## config.mk

```make
export PLATFORM = sky130hd
export DESIGN_NAME = mail_body_canonicalizer
export DESIGN_NICKNAME = d
export VERILOG_FILES = /design/src/hw/rtl/mbc_pkg.sv /design/src/hw/rtl/mbc_step.sv /design/src/hw/rtl/mail_body_canonicalizer.sv
export SDC_FILE = /design/constraint.sdc
export NUM_CORES = 1
export LEC_CHECK = 0
export CELL_PAD_IN_SITES_DETAIL_PLACEMENT = 2
export CELL_PAD_IN_SITES_GLOBAL_PLACEMENT = 2
export CORE_UTILIZATION = 47
export DETAILED_ROUTE_END_ITERATION = 10
export DONT_BUFFER_PORTS = 1
export HOLD_SLACK_MARGIN = 0.12
export PLACE_DENSITY = 0.93
export SETUP_SLACK_MARGIN = 0.3
export SLEW_MARGIN = 20
export SYNTH_ARGS = -nofsm -noshare
export SYNTH_HDL_FRONTEND = slang
export SYNTH_HIERARCHICAL = 1
export SYNTH_SLANG_ARGS = --single-unit
export TNS_END_PERCENT = 30
```

## constraint.sdc

```tcl
create_clock -name clk -period 20.3 [get_ports clk]
set_input_delay 5.075 -clock clk [delete_from_list [all_inputs] [get_ports clk]]
set_output_delay 5.075 -clock clk [all_outputs]
set_load 0.1 [all_outputs]
```

## src/hw/rtl/mbc_pkg.sv

```systemverilog
// ----------------------------------------------------------------------------
// mbc_pkg
// Shared types and constants of the mail body canonicalizer.
// ----------------------------------------------------------------------------
package mbc_pkg;

  localparam int RunCountBits     = 24;
  localparam int PendingCountBits = 24;
  localparam int MaxResults       = 6;
  localparam int ResCountBits     = $clog2(MaxResults + 1);

  localparam logic [7:0] ChCr  = 8'h0D;
  localparam logic [7:0] ChLf  = 8'h0A;
  localparam logic [7:0] ChSp  = 8'h20;
  localparam logic [7:0] ChTab = 8'h09;

  localparam logic ModeSimple  = 1'b0;
  localparam logic ModeRelaxed = 1'b1;

  localparam logic KindByte = 1'b0;
  localparam logic KindRun  = 1'b1;

  // width of the withheld CRLF counter, never wider than a run count
  function automatic int pend_bits(int count_bits);
    return (count_bits < RunCountBits) ? count_bits : RunCountBits;
  endfunction

  // one accepted input item
  typedef struct packed {
    logic [7:0] data_byte;
    logic       byte_valid;
    logic       end_of_body;
  } item_t;

  // one result item without its framing flags
  typedef struct packed {
    logic                    kind;
    logic [7:0]              data;
    logic [RunCountBits-1:0] count;
  } res_t;

  // line state carried between items
  typedef struct packed {
    logic held_cr;
    logic in_ws;
    logic line_content;
  } flags_t;

endpackage

```

## src/hw/rtl/mbc_step.sv

```systemverilog
// ----------------------------------------------------------------------------
// mbc_step
// Combinational canonicalization of one item: the list of results it causes
// and the line state it leaves behind.
// ----------------------------------------------------------------------------
module mbc_step #(
  parameter int PendingCountBits = mbc_pkg::PendingCountBits
) (
  input  logic                                            mode,
  input  mbc_pkg::item_t                                  item,
  input  logic [mbc_pkg::pend_bits(PendingCountBits)-1:0] pend,
  input  mbc_pkg::flags_t                                 flags,
  output logic [mbc_pkg::pend_bits(PendingCountBits)-1:0] pend_next,
  output mbc_pkg::flags_t                                 flags_next,
  output mbc_pkg::res_t [mbc_pkg::MaxResults-1:0]         ents,
  output logic [mbc_pkg::ResCountBits-1:0]                ent_count
);

  localparam int PW  = mbc_pkg::pend_bits(PendingCountBits);
  localparam int Max = mbc_pkg::MaxResults;
  localparam int NB  = mbc_pkg::ResCountBits;
  localparam int IB  = (Max > 1) ? $clog2(Max) : 1;

  typedef struct packed {
    logic [PW-1:0]                cnt;
    logic                         held;
    logic                         ws;
    logic                         lc;
    logic [NB-1:0]                n;
    mbc_pkg::res_t [Max-1:0]      ents;
  } ctx_t;

  function automatic ctx_t put(ctx_t c, mbc_pkg::res_t r);
    ctx_t o;
    o = c;
    if (o.n < NB'(Max)) begin
      o.ents[o.n[IB-1:0]] = r;
      o.n = o.n + NB'(1);
    end
    return o;
  endfunction

  function automatic mbc_pkg::res_t byte_res(logic [7:0] ch);
    mbc_pkg::res_t r;
    r.kind  = mbc_pkg::KindByte;
    r.data  = ch;
    r.count = '0;
    return r;
  endfunction

  function automatic mbc_pkg::res_t run_res(logic [mbc_pkg::RunCountBits-1:0] cnt);
    mbc_pkg::res_t r;
    r.kind  = mbc_pkg::KindRun;
    r.data  = '0;
    r.count = cnt;
    return r;
  endfunction

  function automatic ctx_t flush(ctx_t c);
    ctx_t o;
    o = c;
    if (o.cnt != '0) begin
      o = put(o, run_res(mbc_pkg::RunCountBits'(o.cnt)));
      o.cnt = '0;
    end
    return o;
  endfunction

  function automatic ctx_t add_pending(ctx_t c);
    ctx_t o;
    o = c;
    if (o.cnt != {PW{1'b1}}) o.cnt = o.cnt + PW'(1);
    return o;
  endfunction

  // relaxed: write one non-whitespace character of the line
  function automatic ctx_t content(ctx_t c, logic [7:0] ch);
    ctx_t o;
    o = c;
    if (!o.lc) o = flush(o);
    if (o.ws) o = put(o, byte_res(mbc_pkg::ChSp));
    o = put(o, byte_res(ch));
    o.ws = 1'b0;
    o.lc = 1'b1;
    return o;
  endfunction

  function automatic ctx_t resolve_cr(ctx_t c);
    ctx_t o;
    o = c;
    if (o.held) begin
      o.held = 1'b0;
      o = content(o, mbc_pkg::ChCr);
    end
    return o;
  endfunction

  logic  is_lf, is_cr, is_ws;
  ctx_t  c;

  assign is_lf = item.data_byte == mbc_pkg::ChLf;
  assign is_cr = item.data_byte == mbc_pkg::ChCr;
  assign is_ws = (item.data_byte == mbc_pkg::ChSp) || (item.data_byte == mbc_pkg::ChTab);

  always_comb begin
    c.cnt  = pend;
    c.held = flags.held_cr;
    c.ws   = flags.in_ws;
    c.lc   = flags.line_content;
    c.n    = '0;
    c.ents = '0;

    if (item.byte_valid) begin
      if (mode == mbc_pkg::ModeRelaxed) begin
        if (is_lf) begin
          c.held = 1'b0;
          c.ws   = 1'b0;
          c      = add_pending(c);
          c.lc   = 1'b0;
        end else begin
          c = resolve_cr(c);
          if (is_ws) begin
            c.ws = 1'b1;
          end else if (is_cr) begin
            c.held = 1'b1;
          end else begin
            c = content(c, item.data_byte);
          end
        end
      end else begin
        if (is_lf) begin
          c.held = 1'b0;
          c      = add_pending(c);
        end else begin
          c = flush(c);
          if (c.held) begin
            c      = put(c, byte_res(mbc_pkg::ChCr));
            c.held = 1'b0;
          end
          if (is_cr) c.held = 1'b1;
          else       c = put(c, byte_res(item.data_byte));
        end
      end
    end

    if (item.end_of_body) begin
      if (c.held) begin
        if (mode == mbc_pkg::ModeRelaxed) begin
          c = resolve_cr(c);
        end else begin
          c      = flush(c);
          c      = put(c, byte_res(mbc_pkg::ChCr));
          c.held = 1'b0;
        end
      end
      // close the body with one CRLF, drop what is withheld
      c      = put(c, run_res(mbc_pkg::RunCountBits'(1)));
      c.cnt  = '0;
      c.held = 1'b0;
      c.ws   = 1'b0;
      c.lc   = 1'b0;
    end
  end

  assign pend_next               = c.cnt;
  assign flags_next.held_cr      = c.held;
  assign flags_next.in_ws        = c.ws;
  assign flags_next.line_content = c.lc;
  assign ents                    = c.ents;
  assign ent_count               = c.n;

endmodule

```

## src/hw/rtl/mail_body_canonicalizer.sv

```systemverilog
// ----------------------------------------------------------------------------
// mail_body_canonicalizer
// Stream canonicalizer for mail bodies, simple or relaxed per cfg register.
// ----------------------------------------------------------------------------
// Usage: feed raw body bytes on the s_axis channel, one item per byte; tuser
// says whether tdata holds a byte, tlast closes the body (an item may carry
// tlast with no byte). Canonical output leaves on m_axis, one result per
// transfer: a single byte, or a run of CRLF pairs given by a count. m_axis tuser
// marks the result kind and the last result caused by an input item, m_axis
// tlast the final result of the body.
// cfg_wr_en/cfg_wr_data write the mode bit (0 simple, 1 relaxed) while idle.
// Flow: an accepted item is held in the input register, where its results
// are formed combinationally and loaded into the result buffer, from which
// its first result is offered on m_axis.
// Throughput: one input item per cycle while each item causes at most one
// result and m_axis_tready stays high; an item with more results holds the
// result buffer and stalls input until only its last result is left.
// When m_axis_tready is low a non-empty result buffer holds and, once the input
// register is full too, s_axis_tready drops.
// Reset (rst, synchronous) empties both registers, clears the line state
// and sets simple mode.
// ----------------------------------------------------------------------------
module mail_body_canonicalizer #(
  parameter int PendingCountBits = mbc_pkg::PendingCountBits
) (
  input  logic        clk,
  input  logic        rst,
  input  logic        cfg_wr_en,
  input  logic        cfg_wr_data,
  input  logic        s_axis_tvalid,
  output logic        s_axis_tready,
  input  logic [7:0]  s_axis_tdata,   // [7:0] data_byte
  input  logic        s_axis_tuser,   // [0] byte_valid
  input  logic        s_axis_tlast,   // end_of_body
  output logic        m_axis_tvalid,
  input  logic        m_axis_tready,
  output logic [31:0] m_axis_tdata,   // [7:0] out_byte, [31:8] run_count
  output logic [1:0]  m_axis_tuser,   // [0] out_kind, [1] last_of_input
  output logic        m_axis_tlast    // body_done
);

  localparam int PW  = (PendingCountBits < mbc_pkg::RunCountBits) ?
                       PendingCountBits : mbc_pkg::RunCountBits;
  localparam int Max = mbc_pkg::MaxResults;
  localparam int NB  = mbc_pkg::ResCountBits;

  logic                    mode;
  logic                    in_full;
  mbc_pkg::item_t          in_item;
  logic [PW-1:0]           pend;
  mbc_pkg::flags_t         flags;
  mbc_pkg::res_t [Max-1:0] buf_ents;
  logic [NB-1:0]           buf_n;
  logic                    buf_end;

  logic [PW-1:0]           pend_next;
  mbc_pkg::flags_t         flags_next;
  mbc_pkg::res_t [Max-1:0] step_ents;
  logic [NB-1:0]           step_n;

  logic out_fire;
  logic consume;

  mbc_step #(
    .PendingCountBits(PendingCountBits)
  ) u_step (
    .mode      (mode),
    .item      (in_item),
    .pend      (pend),
    .flags     (flags),
    .pend_next (pend_next),
    .flags_next(flags_next),
    .ents      (step_ents),
    .ent_count (step_n)
  );

  assign out_fire      = m_axis_tvalid && m_axis_tready;
  // load a new result list when the buffer is empty or drains this cycle
  assign consume       = in_full && ((buf_n == '0) || ((buf_n == NB'(1)) && m_axis_tready));
  assign s_axis_tready = !in_full || consume;

  assign m_axis_tvalid      = buf_n != '0;
  assign m_axis_tdata       = {buf_ents[0].count, buf_ents[0].data};
  assign m_axis_tuser       = {buf_n == NB'(1), buf_ents[0].kind};
  assign m_axis_tlast       = (buf_n == NB'(1)) && buf_end;

  always_ff @(posedge clk) begin
    if (rst) begin
      mode <= mbc_pkg::ModeSimple;
    end else if (cfg_wr_en) begin
      mode <= cfg_wr_data;
    end
  end

  always_ff @(posedge clk) begin
    if (rst) begin
      in_full <= 1'b0;
    end else if (s_axis_tready) begin
      in_full <= s_axis_tvalid;
    end
  end

  always_ff @(posedge clk) begin
    if (s_axis_tready) begin
      in_item.data_byte   <= s_axis_tdata;
      in_item.byte_valid  <= s_axis_tuser;
      in_item.end_of_body <= s_axis_tlast;
    end
  end

  always_ff @(posedge clk) begin
    if (rst) begin
      pend  <= '0;
      flags <= '0;
      buf_n <= '0;
    end else if (consume) begin
      pend  <= pend_next;
      flags <= flags_next;
      buf_n <= step_n;
    end else if (out_fire) begin
      buf_n <= buf_n - NB'(1);
    end
  end

  always_ff @(posedge clk) begin
    if (consume) begin
      buf_ents <= step_ents;
      buf_end  <= in_item.end_of_body;
    end else if (out_fire) begin
      // advance the queue by one result
      for (int i = 0; i < Max - 1; i++) begin
        buf_ents[i] <= buf_ents[i+1];
      end
    end
  end

endmodule
```

==> results.md <==
* Most common cell in the synthesized netlist: edfxtp_1
* Top cells by count, synth: edfxtp_1, buf_4, nand2_1
* TritonRoute pass-1 iters at 6
* Crit path max fanout at 26
* Final setup vio count at 0
* Layout cells sized above 1 at 18.1%
* R2r setup slk at 9.11 ns
* Port buffer count at 0
* Min Hold Slack at 0.509 ns
* Number of global-route vias before repair at 15000
* Failing checks: max-capacitance violations
* FP Rows at 68
* Fraction of synthesis flops using an asynchronous set or reset pin at 0%
* Critical path arrival at roughly 12 ns
* Via count at 14100
* Post-CTS resize count at 0
* Post-CTS Setup Repair Bufs at 0
* Clk buf depth at 3
* CTS tree: yes
* CP Capture Type: register
* # clock sinks at 241
* Uppermost layer routed: met5
* Post-synthesis sequential area ratio at between 40% and 50%
* Max cap viols at 1
* Routed WL per cell at about 34 um
* GR Util All Layers at around 39%
* HPWL reported at the end of detailed placement at 43900 um
* Maximum clock frequency at 0.0893 GHz
* Worst slew margin at between 2 and 3%
* H-tree levels at 1
* Die Area at 0.0361 mm^2
* Post-synthesis average cell area at 10.2 um^2
* Nets at 1573
* Met2 wire length at 32400 um
* Slowest cell delay on critical path at between 0.8 and 0.9 ns
* Via-per-instance ratio at 6.97
* Worst path depth at 33
* Type of origin of the critical path: register
* Synthesized flop and latch total at 241
* Final Hold Viols at 0
* Worst Slack Setup Final at 9.11 ns
* Worst-margin pin slew at 1.45 ns
* Worst-Skew Late Latency at 0.59 ns
* M1 wire length at 24300 um
* Pleak at 6.40 nW
* 1st-iter DRT viols at 1786
* Post-synthesis cell type count at 93
* Crit Path Class: reg -> reg
* Unrepaired setup endpoints after global routing: false
* Tot Pwr at 0.00238 W
* Min Tclk post-route at 11.19 ns
* Hold crit path type: reg -> reg
* Initial antenna violation count at 7
* Metal3 WL at between 6000 and 7000 um
* Slowest-stage cell, CP: mux2i_1
* CP delay by family, top: simple AND/OR/NAND/NOR gates
* Worst clock skew at 0.0269 ns
* YS warnings at 6
* Dpl ws at 9.32 ns
* Gp weighted congestion at around 0.95
* Worst-case reg-to-reg path depth at 33
* Hold Buf Count CTS at 0
* Status: complete, but fails checks
* Post-route ant nets at 0
* First-pass GRT wire length at 102000 um
* Final Max Tran Viols at 0
* Boundary Pins at 53
* Worst-path clk slew at 0.07 ns
* Die H at about 190 um
* Top-area cell type share of the netlist area at 37.8%
* Total Wirelength at about 70000 um
* R2R Path End: m_axis_tdata[24]$_DFFE_PP_
* Final period util at 55.1%
* Finished Core Util at 49.2%
* R2R Path Start: pend[22]$_SDFFE_PP0P_
* Post-synth top area cell: edfxtp_1
* Hold EP: buf_n[1]$_SDFFE_PP0P_
* Worst Path Buf+Inv at 5
* Initial Utilization at 48.0%
* EDFF count, synth at 209
* Synthesized area at 0.0166 mm^2
* Pwr/cell area at 139 mW/mm^2
* Residual DRC count at 0
* Crit path required time at 20.64 ns
* Cells after synthesis at 1626
* Total CTS buffers at 28
* Total gr overflow at 0
* Maximum VDD drop at 0.119 mV
* Hold path startpoint: buf_n[1]$_SDFFE_PP0P_
* Hold Path Stages at 2
* Root Buffer: clkbuf_16
* Top FF cell, synth: edfxtp_1
* Top cells by area, synth: edfxtp_1, mux2_4, buf_4, dfxtp_1, nand2_1
* Die span in x at 190 um
* Core area at 0.0346 mm^2
* Pin count of the biggest net entering global routing at 62
* Sum of negative setup slack at 0 ns
* Area delta synth->final at 2.64%
flip-flops by register name, summed over array words and instances (netlist names), 3 cells and up:
| name | cells |
|---|---|
| buf_ents | 165 |
| m_axis_tdata | 32 |
| pend | 24 |
| in_item | 10 |
| buf_n | 3 |
| flags | 3 |
through the flow:
stage                     instance area (um^2)  instances
after floorplan                          17000       1737
after global placement                   16200       1965
after detailed placement                 16200       1965
after CTS                                17000       2015
after global routing                     17000       2018
final                                    17000       2020
logic make-up after synthesis:
family | after synthesis | share of synthesized area [%]
AOI/OAI and AO/OA | 372 | 14.8
xor gates and xnor gates | 4 | 0.211
adders and majority gates | 17 | 1.28
buffers and inverters | 291 | 11.0
DFF | 241 | 41.6
muxes | 178 | 14.9
other | 1 | 0.0226
and+or+nand+nor | 522 | 16.2
placed cells by master, fill, tap and decap left out, types with 9 or more instances in the layout:
master       n
and3_1      19
clkbuf_16   29
mux2i_1     12
a22oi_1     10
inv_1       34
o31ai_1      9
nor4_1      18
dfxtp_1     31
nor2b_1     14
o211ai_1     9
mux2_4     128
a211oi_1    21
nor3_1      56
mux2_2      38
nand3_1     60
conb_1     112
ha_1        17
nor2_1     116
and2_1      13
a21oi_1     96
o21ai_0     79
a31oi_1     25
nand2_1    132
nand2b_1     9
o21a_1      10
buf_4       27
edfxtp_1   209
nand4_1     18
a21o_1      12
layer usage:
| layer | track usage [%] | vias up |
|---|---|---|
| met2 | 63.1 | 1015 |
| met1 | 43.4 | 6978 |
| met4 | 29.0 | 6 |
| met3 | 10.8 | 442 |
| li1 | - | 5631 |
| met5 | 1.24 | - |
power breakdown:
group | leakage [nW] | switching (W) | internal [W]
Sequential | 2.26 | 0.000383 | 0.000824
Clock | 0.426 | 0.000227 | 0.000284
Combinational | 3.71 | 0.000398 | 0.000262
worst max path at each step:
stage | from | endpoint | slack (ns)
after floorplan | m_axis_tready | s_axis_tready | 7.04
after global placement | m_axis_tready | s_axis_tready | 9.32
after detailed placement | m_axis_tready | s_axis_tready | 9.32
after CTS | m_axis_tready | s_axis_tready | 9.32
after global routing | pend[22]$_SDFFE_PP0P_ | m_axis_tdata[24]$_DFFE_PP_ | 9.00
final | pend[22]$_SDFFE_PP0P_ | m_axis_tdata[24]$_DFFE_PP_ | 9.11
worst reg2reg max path, delay by kind of cell (launching register included):
| family | cells | cell delay, ns |
|---|---|---|
| and+or+nand+nor | 13 | 4.30 |
| AOI/OAI and AO/OA | 7 | 1.78 |
| buffers and inverters | 5 | 1.36 |
| adders and majority gates | 4 | 1.32 |
| muxes | 2 | 1.21 |
| xor gates and xnor gates | 2 | 0.49 |
| DFF | 1 | 0.48 |
final cells by class:
| type | count | area [um^2] |
|---|---|---|
| Inverter | 37 | 144 |
| Multi-Input combinational cell | 1205 | 8330 |
| Clock inverter | 17 | 135 |
| Sequential cell | 241 | 6920 |
| Tap cell | 455 | 569 |
| Fill cell | 3493 | 17600 |
| Clock buffer | 33 | 741 |
| Timing Repair Buffer | 27 | 203 |
| Antenna cell | 5 | 12.5 |
Note: power is estimated with default switching activity, not from simulation.
